==> src/hw/rtl/pli_pkg.sv <==
// ----------------------------------------------------------------------------
// pli_pkg
// Shared types and constants for the positional list insert block.
// ----------------------------------------------------------------------------
`default_nettype none

package pli_pkg;

  // list sizing
  localparam int CAPACITY = 32;
  localparam int ADDR_W   = 5;   // bits to address CAPACITY entries
  localparam int CNT_W    = 6;   // bits to hold a count of 0..CAPACITY
  localparam int POS_W    = 7;
  localparam int DATA_W   = 32;

  localparam logic [CNT_W-1:0] CAP_COUNT = CNT_W'(CAPACITY);

  // result status codes
  typedef enum logic [1:0] {
    ST_OK     = 2'd0,
    ST_BADPOS = 2'd1,
    ST_FULL   = 2'd2
  } status_t;

  // controller states
  typedef enum logic [2:0] {
    S_IDLE,
    S_SHIFT_RD,
    S_SHIFT_WR,
    S_INSERT,
    S_FWD,
    S_REV
  } ctrl_state_t;

  // commands from controller to datapath
  typedef struct packed {
    logic capture;   // latch position and value, start shift at the tail
    logic reject;    // emit a single rejection item
    logic shift_rd;  // read the entry below the shift index
    logic shift_wr;  // write it one place up, step index down
    logic insert;    // write the new value, bump the count
    logic fwd_rd;    // read for the head-to-tail listing
    logic rev_rd;    // read for the tail-to-head listing
  } dp_cmd_t;

  // status from datapath to controller
  typedef struct packed {
    logic reject;     // the offered item would be rejected
    logic shift_more; // entries remain above the insert position
    logic fwd_end;    // index sits on the tail
    logic rev_end;    // index sits on the head
  } dp_stat_t;

endpackage

`default_nettype wire

==> src/hw/rtl/pli_ctrl.sv <==
// ----------------------------------------------------------------------------
// pli_ctrl
// Sequencer for shift, insert and the two listing passes.
// ----------------------------------------------------------------------------
`default_nettype none

module pli_ctrl
  import pli_pkg::*;
(
  input  wire logic     clk,
  input  wire logic     rst_n,
  input  wire logic     start,
  input  wire dp_stat_t stat,
  output dp_cmd_t       cmd,
  output logic          busy
);

  ctrl_state_t state_r, state_nxt;

  // hold the state
  always_ff @(posedge clk) begin
    if (!rst_n) begin
      state_r <= S_IDLE;
    end else begin
      state_r <= state_nxt;
    end
  end

  // decide next state and commands
  always_comb begin
    state_nxt = state_r;
    cmd       = '0;
    case (state_r)
      S_IDLE: begin
        if (start) begin
          if (stat.reject) begin
            cmd.reject = 1'b1;
          end else begin
            cmd.capture = 1'b1;
            state_nxt   = S_SHIFT_RD;
          end
        end
      end
      S_SHIFT_RD: begin
        if (stat.shift_more) begin
          cmd.shift_rd = 1'b1;
          state_nxt    = S_SHIFT_WR;
        end else begin
          state_nxt = S_INSERT;
        end
      end
      S_SHIFT_WR: begin
        cmd.shift_wr = 1'b1;
        state_nxt    = S_SHIFT_RD;
      end
      S_INSERT: begin
        cmd.insert = 1'b1;
        state_nxt  = S_FWD;
      end
      S_FWD: begin
        cmd.fwd_rd = 1'b1;
        if (stat.fwd_end) begin
          state_nxt = S_REV;
        end
      end
      S_REV: begin
        cmd.rev_rd = 1'b1;
        if (stat.rev_end) begin
          state_nxt = S_IDLE;
        end
      end
      default: begin
        state_nxt = S_IDLE;
      end
    endcase
  end

  assign busy = (state_r != S_IDLE);

endmodule

`default_nettype wire

==> src/hw/rtl/pli_dpath.sv <==
// ----------------------------------------------------------------------------
// pli_dpath
// List store, count, index counter and the registered result stage.
// ----------------------------------------------------------------------------
`default_nettype none

module pli_dpath
  import pli_pkg::*;
(
  input  wire logic              clk,
  input  wire logic              rst_n,
  input  wire logic [POS_W-1:0]  in_position,
  input  wire logic [DATA_W-1:0] in_value,
  input  wire dp_cmd_t           cmd,
  output dp_stat_t               stat,
  output logic                   out_strobe,
  output logic [1:0]             out_status,
  output logic                   out_direction,
  output logic [DATA_W-1:0]      out_element,
  output logic                   out_last
);

  logic [DATA_W-1:0] mem [CAPACITY];
  logic [DATA_W-1:0] rd_data_r;
  logic [CNT_W-1:0]  count_r;
  logic [CNT_W-1:0]  idx_r;
  logic [CNT_W-1:0]  pos_r;
  logic [DATA_W-1:0] val_r;

  logic              emit_valid_r;
  status_t           emit_status_r;
  logic              emit_dir_r;
  logic              emit_last_r;

  logic [CNT_W-1:0]  idx_below;
  logic [CNT_W-1:0]  tail_idx;
  logic [CNT_W:0]    in_pos_ext;
  logic              bad_pos;
  status_t           rej_code;
  logic              mem_rd;
  logic [ADDR_W-1:0] rd_addr;
  logic              mem_wr;
  logic [ADDR_W-1:0] wr_addr;
  logic [DATA_W-1:0] wr_data;

  assign idx_below = idx_r - CNT_W'(1);
  assign tail_idx  = count_r - CNT_W'(1);

  // check the offered item against the current count
  assign in_pos_ext = {1'b0, in_position[CNT_W-1:0]};
  assign bad_pos    = in_position[POS_W-1] || (in_pos_ext > {1'b0, count_r});
  assign rej_code   = bad_pos ? ST_BADPOS : ST_FULL;

  assign stat.reject     = bad_pos || (count_r >= CAP_COUNT);
  assign stat.shift_more = (idx_r > pos_r);
  assign stat.fwd_end    = (idx_r == tail_idx);
  assign stat.rev_end    = (idx_r == '0);

  // select memory ports
  assign mem_rd  = cmd.shift_rd || cmd.fwd_rd || cmd.rev_rd;
  assign rd_addr = cmd.shift_rd ? idx_below[ADDR_W-1:0] : idx_r[ADDR_W-1:0];
  assign mem_wr  = cmd.shift_wr || cmd.insert;
  assign wr_addr = cmd.insert ? pos_r[ADDR_W-1:0] : idx_r[ADDR_W-1:0];
  assign wr_data = cmd.insert ? val_r : rd_data_r;

  // list store
  always_ff @(posedge clk) begin
    if (mem_wr) begin
      mem[wr_addr] <= wr_data;
    end
    if (mem_rd) begin
      rd_data_r <= mem[rd_addr];
    end
  end

  // latch the item and step the index
  always_ff @(posedge clk) begin
    if (cmd.capture) begin
      pos_r <= in_position[CNT_W-1:0];
      val_r <= in_value;
      idx_r <= count_r;
    end else if (cmd.shift_wr) begin
      idx_r <= idx_below;
    end else if (cmd.insert) begin
      idx_r <= '0;
    end else if (cmd.fwd_rd) begin
      if (!stat.fwd_end) begin
        idx_r <= idx_r + CNT_W'(1);
      end
    end else if (cmd.rev_rd) begin
      if (!stat.rev_end) begin
        idx_r <= idx_below;
      end
    end
  end

  // count the elements
  always_ff @(posedge clk) begin
    if (!rst_n) begin
      count_r <= '0;
    end else if (cmd.insert) begin
      count_r <= count_r + CNT_W'(1);
    end
  end

  // track result controls alongside the registered read
  always_ff @(posedge clk) begin
    if (!rst_n) begin
      emit_valid_r <= 1'b0;
    end else begin
      emit_valid_r <= cmd.reject || cmd.fwd_rd || cmd.rev_rd;
    end
  end

  always_ff @(posedge clk) begin
    if (cmd.reject) begin
      emit_status_r <= rej_code;
      emit_dir_r    <= 1'b0;
      emit_last_r   <= 1'b1;
    end else if (cmd.fwd_rd || cmd.rev_rd) begin
      emit_status_r <= ST_OK;
      emit_dir_r    <= cmd.rev_rd;
      emit_last_r   <= cmd.rev_rd && stat.rev_end;
    end
  end

  // drive the result ports; rejections carry a zero element
  assign out_strobe    = emit_valid_r;
  assign out_status    = emit_status_r;
  assign out_direction = emit_dir_r;
  assign out_element   = (emit_status_r == ST_OK) ? rd_data_r : '0;
  assign out_last      = emit_last_r;

endmodule

`default_nettype wire

==> src/hw/rtl/positional_list_insert_dump.sv <==
// ----------------------------------------------------------------------------
// positional_list_insert_dump
// Ordered list of signed words with insert-at-position and full listing.
// ----------------------------------------------------------------------------
// Usage:
//   Offer an item on in_position / in_value with start; it is taken at a
//   rising edge where start is high and busy is low. A valid item shifts
//   the entries above the position up by one (a read and a write state per
//   moved entry, one memory port each for read and write), writes the value,
//   then lists the whole list head to tail and tail to head, one item a cycle.
//   Each result sits on the out_ ports for one cycle, flagged by
//   out_strobe; the receiver cannot stall it. out_last marks the final one.
//   An item with a bad position or for a full list gives one result,
//   registered at the accepting edge, and busy stays low so the next item
//   may follow at once.
//   A valid item holds busy high through the shift, the insert and both
//   listing passes, so the next item is taken only after the tail-to-head
//   pass ends; the shift loop alternates store reads and writes, and the
//   listing reads one entry a cycle.
//   Reset (rst_n low, synchronous) empties the list; store contents are
//   not cleared and need no clearing pass.
// ----------------------------------------------------------------------------
`default_nettype none

module positional_list_insert_dump
  import pli_pkg::*;
(
  input  wire logic              clk,
  input  wire logic              rst_n,
  input  wire logic              start,
  output logic                   busy,
  input  wire logic [POS_W-1:0]  in_position,
  input  wire logic [DATA_W-1:0] in_value,
  output logic                   out_strobe,
  output logic [1:0]             out_status,
  output logic                   out_direction,
  output logic [DATA_W-1:0]      out_element,
  output logic                   out_last
);

  dp_cmd_t  cmd;
  dp_stat_t stat;

  pli_ctrl u_ctrl (
    .clk   (clk),
    .rst_n (rst_n),
    .start (start),
    .stat  (stat),
    .cmd   (cmd),
    .busy  (busy)
  );

  pli_dpath u_dpath (
    .clk           (clk),
    .rst_n         (rst_n),
    .in_position   (in_position),
    .in_value      (in_value),
    .cmd           (cmd),
    .stat          (stat),
    .out_strobe    (out_strobe),
    .out_status    (out_status),
    .out_direction (out_direction),
    .out_element   (out_element),
    .out_last      (out_last)
  );

endmodule

`default_nettype wire
==> config.mk <==
export PLATFORM = sky130hd
export DESIGN_NAME = positional_list_insert_dump
export DESIGN_NICKNAME = d
export VERILOG_FILES = /design/src/hw/rtl/pli_pkg.sv /design/src/hw/rtl/pli_ctrl.sv /design/src/hw/rtl/pli_dpath.sv /design/src/hw/rtl/positional_list_insert_dump.sv
export SDC_FILE = /design/constraint.sdc
export NUM_CORES = 2
export LEC_CHECK = 0
export CORE_MARGIN = 8
export CORE_UTILIZATION = 50
export CTS_BUF_LIST = sky130_fd_sc_hd__clkbuf_8 sky130_fd_sc_hd__clkbuf_16
export CTS_CLUSTER_DIAMETER = 100
export DETAILED_ROUTE_END_ITERATION = 16
export DONT_BUFFER_PORTS = 1
export PLACE_DENSITY = 0.68
export SLEW_MARGIN = 20
export SYNTH_ARGS = -nofsm -noshare
export SYNTH_HDL_FRONTEND = slang
export SYNTH_SLANG_ARGS = --single-unit
==> constraint.sdc <==
create_clock -name clk -period 4.8 [get_ports clk]
set_input_delay 0.72 -clock clk [delete_from_list [all_inputs] [get_ports clk]]
set_output_delay 0.72 -clock clk [all_outputs]
set_load 0.05 [all_outputs]
==> run metrics <==
Tcrit/Tclk final 0.8290; first-pass GRT wire length approximately 180000 microns; yosys warns 0; Worst Setup Start Kind flop; Reg area about 0.033 sq mm; Post-Route WL between 100000 and 150000 microns; DR WL/cell 29.41 microns; n_diodes 0; cts repair resizes 0; Pre-antenna DRT Iters 5; setup TNS 0 ns; die width roughly 310 microns; relative max-transition margin 0.2330; Max VDD drop 0.4255 mV; global route overflow 0; status finished clean; element type at the critical path end flop; starting density of the core 0.5011; Crit Path Max Fanout 67; initial antenna violation count 8; vias per inst about 6.5; I/O Pins 80; NumNets Final between 2k and 3k; crit path cell chain inv_2 -> ha_1 -> nand2_1 -> o21ba_2 -> o21ai_2 -> mux2i_4 -> buf_12 -> buf_4 -> mux2i_1 -> a221oi_1 -> a21oi_1 -> o211ai_1; Worst Skew approximately 0.055 ns; Async SR Flop Fraction 0; Power Density about 510 mW/mm^2; vias in the first global route 26.38k; CTS Hold Buffers Added 0; CTS tree yes; Port Buf Inserts 0; Leak Pwr 16.46 nW; Buf+Inv Stages, Crit Path 3; crit path DAT 4.47 ns; Largest stage delay, worst path between 0.7 and 0.8 ns; estimated wirelength of the detail-placed design just under 70000 microns; Worst-path clk slew 0.06 ns; Post-Route Utilization 0.5679; via count 27.04k; die height about 310 microns; CP required 5.29 ns; fin crit period about 4.0 ns; clk buf depth 3; DRC 0; register area share after synthesis 0.7573; Root Driver clkbuf_16; slowest cell on the critical path edfxtp_1; pin count of the biggest net entering global routing 93; Netlist cell types 62; Hold WC Path Type in2reg; Avg Inst Size Synth 15.29 sq um; Cells after Synth 2879; DIE AREA a little under 0.1 sq mm; area of the multi-input gates approximately 0.01 sq mm; max-cap violations 0; share of post-route cells with drive strength above 1 0.1126; EDFF count, synth about 1.1k; Max Freq about 250 MHz; clock sink total 1114; row cnt 109; slew of the pin with the lowest slew margin approximately 1.1 ns; area grow syn2layout 13.33%; Final Setup Violations 0; antenna-violating nets left 0; top_reg_cell synth edfxtp_1; Mapped Nets 2938; Worst path top cell family by delay compound AO/OA/AOI/OAI gates; Starting DRT DRC Count 3951; post-CTS setup buffers 0; RSZ-0062 raised after global routing false; Crit Path Category reg2reg; Final Max Slew Viols 0; CORE AREA roughly 0.088 sq mm; flops & latches, synth approximately 1.1k; Skew-Pair Late Insertion Delay 0.71 ns; htree depth 3; gp weighted congestion about 0.90; gr usage total 0.2443; Mapped Area 0.04401 sq mm; Layout fillers 6675; cts bufs inserted 109; Final Hold Vio Count 0
logic make-up after synthesis:
| group | after synthesis | synth area share |
|---|---|---|
| AOI/OAI and AO/OA | 433 | 0.07795 |
| xor gates and xnor gates | 19 | 0.003781 |
| adders and majority gates | 17 | 0.004833 |
| buffers and inverters | 203 | 0.02112 |
| DFF | 1114 | 0.7573 |
| muxes | 217 | 0.04949 |
| and+or+nand+nor | 876 | 0.08551 |
worst paths after layout:
kind	slack (ns)	to	cells after the start	start
max	0.82	u_dpath.rd_data_r[16]	12	u_dpath.idx_r[0]
min reg2reg	0.53	u_dpath.count_r[1]	2	u_dpath.count_r[1]
max reg2reg	0.82	u_dpath.rd_data_r[16]	12	u_dpath.idx_r[0]
min	0.12	u_dpath.val_r[10]	0	in_value[10]
layout by cell type (no fill, tap or decap), types with 38 or more instances in the layout:
| master | count |
|---|---|
| a21oi_1 | 48 |
| a221oi_1 | 192 |
| a32oi_1 | 89 |
| buf_4 | 77 |
| clkbuf_16 | 109 |
| edfxtp_1 | 1102 |
| inv_1 | 38 |
| mux2i_1 | 210 |
| nand2_1 | 497 |
| nand3_1 | 109 |
| nand4_1 | 56 |
| nor2_1 | 99 |
sequential cells by signal, indices dropped and copies added (netlist names):
signal,flops
u_dpath.mem,1024
u_dpath.rd_data_r,32
u_dpath.val_r,32
u_dpath.count_r,6
u_dpath.idx_r,6
u_dpath.pos_r,6
u_ctrl.state_r,3
u_dpath.out_status,2
u_dpath.out_direction,1
u_dpath.out_last,1
u_dpath.out_strobe,1
cell usage after synthesis, drive strengths merged, types with 2 or more instances:
cell type / n / share of area
a21boi: 2 / 0.00034
a21oi: 48 / 0.0055
a221oi: 192 / 0.038
a31o: 2 / 0.00040
a32oi: 89 / 0.018
and2: 34 / 0.0048
and3: 2 / 0.00028
buf: 81 / 0.011
clkbuf: 103 / 0.0088
clkinv: 2 / 0.00017
dfxtp: 12 / 0.0055
edfxtp: 1102 / 0.75
ha: 17 / 0.0048
inv: 17 / 0.0014
mux2: 2 / 0.00051
mux2i: 215 / 0.049
nand2: 505 / 0.043
nand2b: 5 / 0.00071
nand3: 109 / 0.012
nand3b: 2 / 0.00034
nand4: 56 / 0.0080
nor2: 133 / 0.011
nor2b: 5 / 0.00071
nor3: 11 / 0.0015
nor4: 4 / 0.00057
o2111ai: 6 / 0.0012
o211ai: 25 / 0.0043
o21a: 5 / 0.00085
o21ai: 38 / 0.0044
o22ai: 6 / 0.00085
o31ai: 7 / 0.0016
or2: 3 / 0.00043
or3: 3 / 0.00043
xnor2: 14 / 0.0028
xor2: 5 / 0.00099
cell type report:
type                            instances  share of cell area
Multi-Input combinational cell       1562              0.2044
Tap cell                             1165             0.02922
Sequential cell                      1114              0.6682
Inverter                               19            0.001430
Clock buffer                          109             0.05468
Clock inverter                         96             0.01718
Timing Repair Buffer                  110             0.02483
metrics by stage:
step	cells	worst slack (ns)	power, mW	area, sq um	hold WS (ns)
detailed placement	3970	0.9505	16.82	46280	0.5209
floorplan	2879	0.6783	14.95	44020	0.4784
global placement	3970	1.004	16.71	46280	0.5046
global route	4175	0.7092	25.99	49880	0.09426
CTS	4175	0.9144	25.23	49860	0.08435
finish	4175	0.8210	25.24	49880	0.1202
metal layers:
metal / share of wire / global-route usage / vias up
met5: 0.00050 / 0 / -
met4: 0.035 / 0.09018 / 10
met3: 0.11 / 0.05262 / 288
met2: 0.46 / 0.3738 / 1783
met1: 0.40 / 0.3459 / 13610
li1: - / - / 11350
power by group:
group / internal [mW] / switching, mW
registers: 11.3 / 0.178
logic: 1.48 / 3.73
clock network: 4.85 / 3.67
Power figures use the tool's default switching activity.
